**config.mk**
```make
export PLATFORM = sky130hd
export DESIGN_NAME = egg_ctrl
export DESIGN_NICKNAME = d
export VERILOG_FILES = /design/src/hw/rtl/egg_pkg.sv /design/src/hw/rtl/egg_ctrl.sv
export SDC_FILE = /design/constraint.sdc
export NUM_CORES = 1
export LEC_CHECK = 0
export ABC_AREA = 1
export BUFFER_PORTS_ARGS = -buffer_cell sky130_fd_sc_hd__buf_2
export CAP_MARGIN = 20
export CORE_AREA = 3 3 40 42
export DETAILED_ROUTE_END_ITERATION = 6
export DIE_AREA = 0 0 43 45
export PLACE_DENSITY_LB_ADDON = 0.3
export SLEW_MARGIN = 5
export SYNTH_ARGS = -nofsm -noshare
export SYNTH_HDL_FRONTEND = slang
export SYNTH_SLANG_ARGS = --single-unit
export TNS_END_PERCENT = 5
```
**constraint.sdc**
```tcl
create_clock -name i_clk -period 1.1 [get_ports i_clk]
set_input_delay 0.055 -clock i_clk [delete_from_list [all_inputs] [get_ports i_clk]]
set_output_delay 0.055 -clock i_clk [all_outputs]
set_load 0.1 [all_outputs]
```
**src/hw/rtl/egg_pkg.sv**
```systemverilog
`timescale 1ns / 1ps
`default_nettype none

package egg_pkg;

    // Datapath operations issued by the controller
    typedef enum logic [3:0] {
        DP_NOP,
        DP_LOAD,
        DP_INIT_WR,
        DP_ROW0,
        DP_ROW1,
        DP_J_START,
        DP_READ,
        DP_UPDATE,
        DP_WRITE
    } t_dp_op;

    typedef struct packed {
        logic trivial;   // answer is the floor count itself
        logic j_last;    // column index has reached the floor count
        logic search_on; // binary search still has a range
        logic egg_last;  // current row is the last egg count
    } t_dp_sts;

endpackage

`default_nettype wire

```
**src/hw/rtl/egg_ctrl.sv**
```systemverilog
`timescale 1ns / 1ps
`default_nettype none

module egg_ctrl (
    input  wire logic            i_clk,
    input  wire logic            i_rst_n,
    input  wire logic            i_start,
    input  egg_pkg::t_dp_sts     i_sts,
    output egg_pkg::t_dp_op      o_op,
    output logic                 o_busy,
    output logic                 o_valid
);

    typedef enum logic [3:0] {
        S_IDLE,
        S_CHECK,
        S_INIT,
        S_ROW0,
        S_ROW1,
        S_JST,
        S_RD,
        S_CMP,
        S_WR
    } t_state;

    t_state r_state;
    t_state n_state;
    logic   r_busy;
    logic   n_busy;
    logic   r_valid;
    logic   n_valid;

    always_comb begin
        n_state = r_state;
        n_busy  = r_busy;
        n_valid = 1'b0;
        o_op    = egg_pkg::DP_NOP;
        unique case (r_state)
            S_IDLE: begin
                if (i_start) begin
                    o_op    = egg_pkg::DP_LOAD;
                    n_state = S_CHECK;
                    n_busy  = 1'b1;
                end
            end
            S_CHECK: begin
                if (i_sts.trivial) begin
                    n_state = S_IDLE;
                    n_busy  = 1'b0;
                    n_valid = 1'b1;
                end else begin
                    n_state = S_INIT;
                end
            end
            S_INIT: begin
                o_op = egg_pkg::DP_INIT_WR;
                if (i_sts.j_last) begin
                    n_state = S_ROW0;
                end
            end
            S_ROW0: begin
                o_op    = egg_pkg::DP_ROW0;
                n_state = S_ROW1;
            end
            S_ROW1: begin
                o_op    = egg_pkg::DP_ROW1;
                n_state = S_JST;
            end
            S_JST: begin
                o_op    = egg_pkg::DP_J_START;
                n_state = S_RD;
            end
            S_RD: begin
                if (i_sts.search_on) begin
                    o_op    = egg_pkg::DP_READ;
                    n_state = S_CMP;
                end else begin
                    n_state = S_WR;
                end
            end
            S_CMP: begin
                o_op    = egg_pkg::DP_UPDATE;
                n_state = S_RD;
            end
            S_WR: begin
                o_op = egg_pkg::DP_WRITE;
                if (!i_sts.j_last) begin
                    n_state = S_JST;
                end else if (!i_sts.egg_last) begin
                    n_state = S_ROW0;
                end else begin
                    n_state = S_IDLE;
                    n_busy  = 1'b0;
                    n_valid = 1'b1;
                end
            end
            default: begin
                n_state = S_IDLE;
                n_busy  = 1'b0;
            end
        endcase
    end

    always_ff @(posedge i_clk) begin
        if (!i_rst_n) begin
            r_state <= S_IDLE;
            r_busy  <= 1'b0;
            r_valid <= 1'b0;
        end else begin
            r_state <= n_state;
            r_busy  <= n_busy;
            r_valid <= n_valid;
        end
    end

    assign o_busy  = r_busy;
    assign o_valid = r_valid;

endmodule

`default_nettype wire

```
==> flow_metrics.env <==
export IMPL_reg2reg_from="r_state[3]$_SDFFE_PN0P_"
export IMPL_min_from="i_sts[1]"
export IMPL_synth_seq_cells=6
export IMPL_grt_max_degree=6
export IMPL_fp_dieW_microns=43
export IMPL_antenna_found_initial=0
export IMPL_setup_ws_ns=-0.260
export IMPL_cp_start_kind="flop"
export IMPL_gr_total_overflow=0
export IMPL_drt_total_wl_microns=1210
export IMPL_r2r_end="r_state[1]$_SDFFE_PN0P_"
export IMPL_skew_ns=0.00374
export IMPL_regArea_sq_um=130
export IMPL_synthesis_area_sq_um=395
export IMPL_die_area_sq_mm=0.00194
export IMPL_vias=501
export IMPL_vias_per_cell=4.86
export IMPL_ir_drop_mv=0.534
export IMPL_cts_sinks=6
export IMPL_rrSetupSlack_ns=-0.15
export IMPL_multiInputGateArea_sq_um=275
export IMPL_dpl_instance_area_sq_um=644
export IMPL_synth_cell_types=21
export IMPL_rows=13
export IMPL_hold_violations=0
export IMPL_finalSetupViolations=8
export IMPL_path_max_fanout=4
export IMPL_layout_min_cycle_time_ns=1.36
export IMPL_hpwl_microns=917
export IMPL_path_class="reg2out"
export IMPL_power_density_mw_per_mm2=1360
export IMPL_grt_use_total=0.132
export IMPL_syn_nets=65
export IMPL_r2r_worst_path_cells=9
export IMPL_whs_path_depth=2
export IMPL_drt_first_pass_iters=3
export IMPL_port_buffers=12
export IMPL_finish_net_count=97
export IMPL_cellLeakagePower_nw=0.359
export IMPL_crit_required_ns=1.04
export IMPL_clockRootBuffer="clkbuf_4"
export IMPL_min_path_type="in2reg"
export IMPL_status="finished with violations"
export IMPL_ios=13
export IMPL_syn_area_per_cell_sq_um=6.82
export IMPL_ant_nets=0
export IMPL_drc=0
export IMPL_tritoncts="yes"
export IMPL_path_clk_slew_ns=0.05
export IMPL_post_route_util=0.579
export IMPL_worst_slew_pin_slew_ns=0.483
export IMPL_setup_tns_ns=-1.19
export IMPL_htree_levels=1
export IMPL_critPathCaptureType="output pin"
export IMPL_finalPower_mw=1.01
export IMPL_stdcell_area_sq_um=744
export IMPL_violations="negative setup slack"
export IMPL_arrival_ns=1.30
export IMPL_antenna_cells=0
export IMPL_min_to="r_state[3]$_SDFFE_PN0P_"
export IMPL_maxSlewHeadroom=0.680
export IMPL_grt_pass1_wl_microns=1880
export IMPL_synth_warnings=0
export IMPL_clk_latency_ns=0.25
export IMPL_core_sq_mm=0.00128
export IMPL_grt_pass1_vias=478
export IMPL_n_fill_cell=122
export IMPL_clock_path_buffers=2
export IMPL_report_final_slew_viol_count=0
export IMPL_drive_gt1_frac=0.557
export IMPL_syn_to_final_growth_pct=88.3
export IMPL_cts_buffers=3
export IMPL_wl_per_cell_microns=11.8
export IMPL_rsz0062_at_grt="yes"
export IMPL_start_util=0.308
export IMPL_whs_ns=0.0309
export IMPL_fin_crit_sh=1.24
export IMPL_cts_hold_buf=0
export IMPL_die_h_microns=45
export IMPL_drv_cap=0
export IMPL_gp_congestion=0.974
export IMPL_drtIter0Drc=15
export IMPL_max_freq_ghz=0.735
export IMPL_ys_seq_area_frac=0.304
export IMPL_synthCells=58
-- area by class of cell --
| class | instances | share of cell area |
|---|---|---|
| clock buffer | 3 | 0.0303 |
| multi-input combinational | 42 | 0.370 |
| timing repair buffer | 28 | 0.348 |
| tap | 15 | 0.0252 |
| inverter | 9 | 0.0521 |
| sequential | 6 | 0.175 |
-- cell usage after synthesis, drive strengths merged --
library cell	instances	area, sq um
a21oi	2	10.0
a31oi	1	6.26
buf	1	7.51
dfxtp	6	120
inv	9	33.8
nand2	11	43.8
nand3	6	30.0
nand3b	1	7.51
nand4	4	25.0
nor2	8	35.0
nor3	1	10.0
nor3b	2	20.0
nor4	1	12.5
o211ai	1	12.5
o21ai	3	15.0
or2	1	6.26
-- worst max path at each step --
stage	end	slack, ns	cells after the start	start
floorplan	o_valid$_SDFF_PN0_	-0.77	3	r_state[1]$_SDFFE_PN0P_
global placement	o_op[3]	-0.07	4	r_state[1]$_SDFFE_PN0P_
detailed placement	o_busy$_SDFFE_PN0P_	-0.09	7	r_state[1]$_SDFFE_PN0P_
CTS	o_op[3]	-0.25	4	r_state[0]$_SDFFE_PN0P_
global route	o_op[1]	-0.34	6	r_state[3]$_SDFFE_PN0P_
finish	o_op[1]	-0.26	6	r_state[3]$_SDFFE_PN0P_
-- timing repair --
action / CTS / global route
gates resized for setup: 7 / 10
setup endpoints to repair: 8 / 9
pin swaps: 2 / 3
setup buffers: 3 / 1
-- cells in the final DEF, fill, tap and decap left out, types with 2 or more instances in the layout --
cell type,count
a21oi_1,2
buf_12,5
buf_2,7
buf_4,15
clkbuf_4,3
dfxtp_1,2
dfxtp_2,2
dfxtp_4,2
inv_1,6
inv_2,2
nand2_1,8
nand2_2,2
nand3_1,6
nand4_1,4
nor2_1,5
nor2_4,2
o21ai_1,2
-- worst max-delay path: stages, from the launching register on --
cell,delay [ns]
dfxtp_4,0.36
inv_6,0.07
nand2_4,0.05
nor3_4,0.17
nand2_1,0.10
o21ai_2,0.09
buf_12,0.19
-- stage by stage --
step | instances | setup WS, ns
final | 103 | -0.260
after detailed placement | 96 | -0.0851
after floorplan | 58 | -0.773
after global placement | 96 | -0.0719
after global routing | 103 | -0.338
after CTS | 102 | -0.255
-- where the power goes --
group          internal (mW)  switching [mW]  total (mW)
registers              0.240          0.0278       0.267
clock network          0.124          0.0820       0.206
logic                  0.218           0.324       0.542
-- registers in the layout (all words and copies together), names as in the netlist --
signal	flops
o_busy	1
o_valid	1
r_state	4
-- metal layers --
layer	part of all wire	wire length [microns]	up-vias	track usage
met5	0	0	-	0
met4	0.019	23	0	0.0723
met3	0.021	26	3	0.0239
met2	0.52	635	9	0.240
met1	0.43	527	233	0.147
li1	-	-	256	-
-- cell families after synthesis --
kind of cell    after synthesis  synth area share
simple gates                 35             0.481
compound gates                7             0.111
flops                         6             0.304
buf+inv                      10             0.104
No activity file was read; power rests on OpenSTA's default activity.
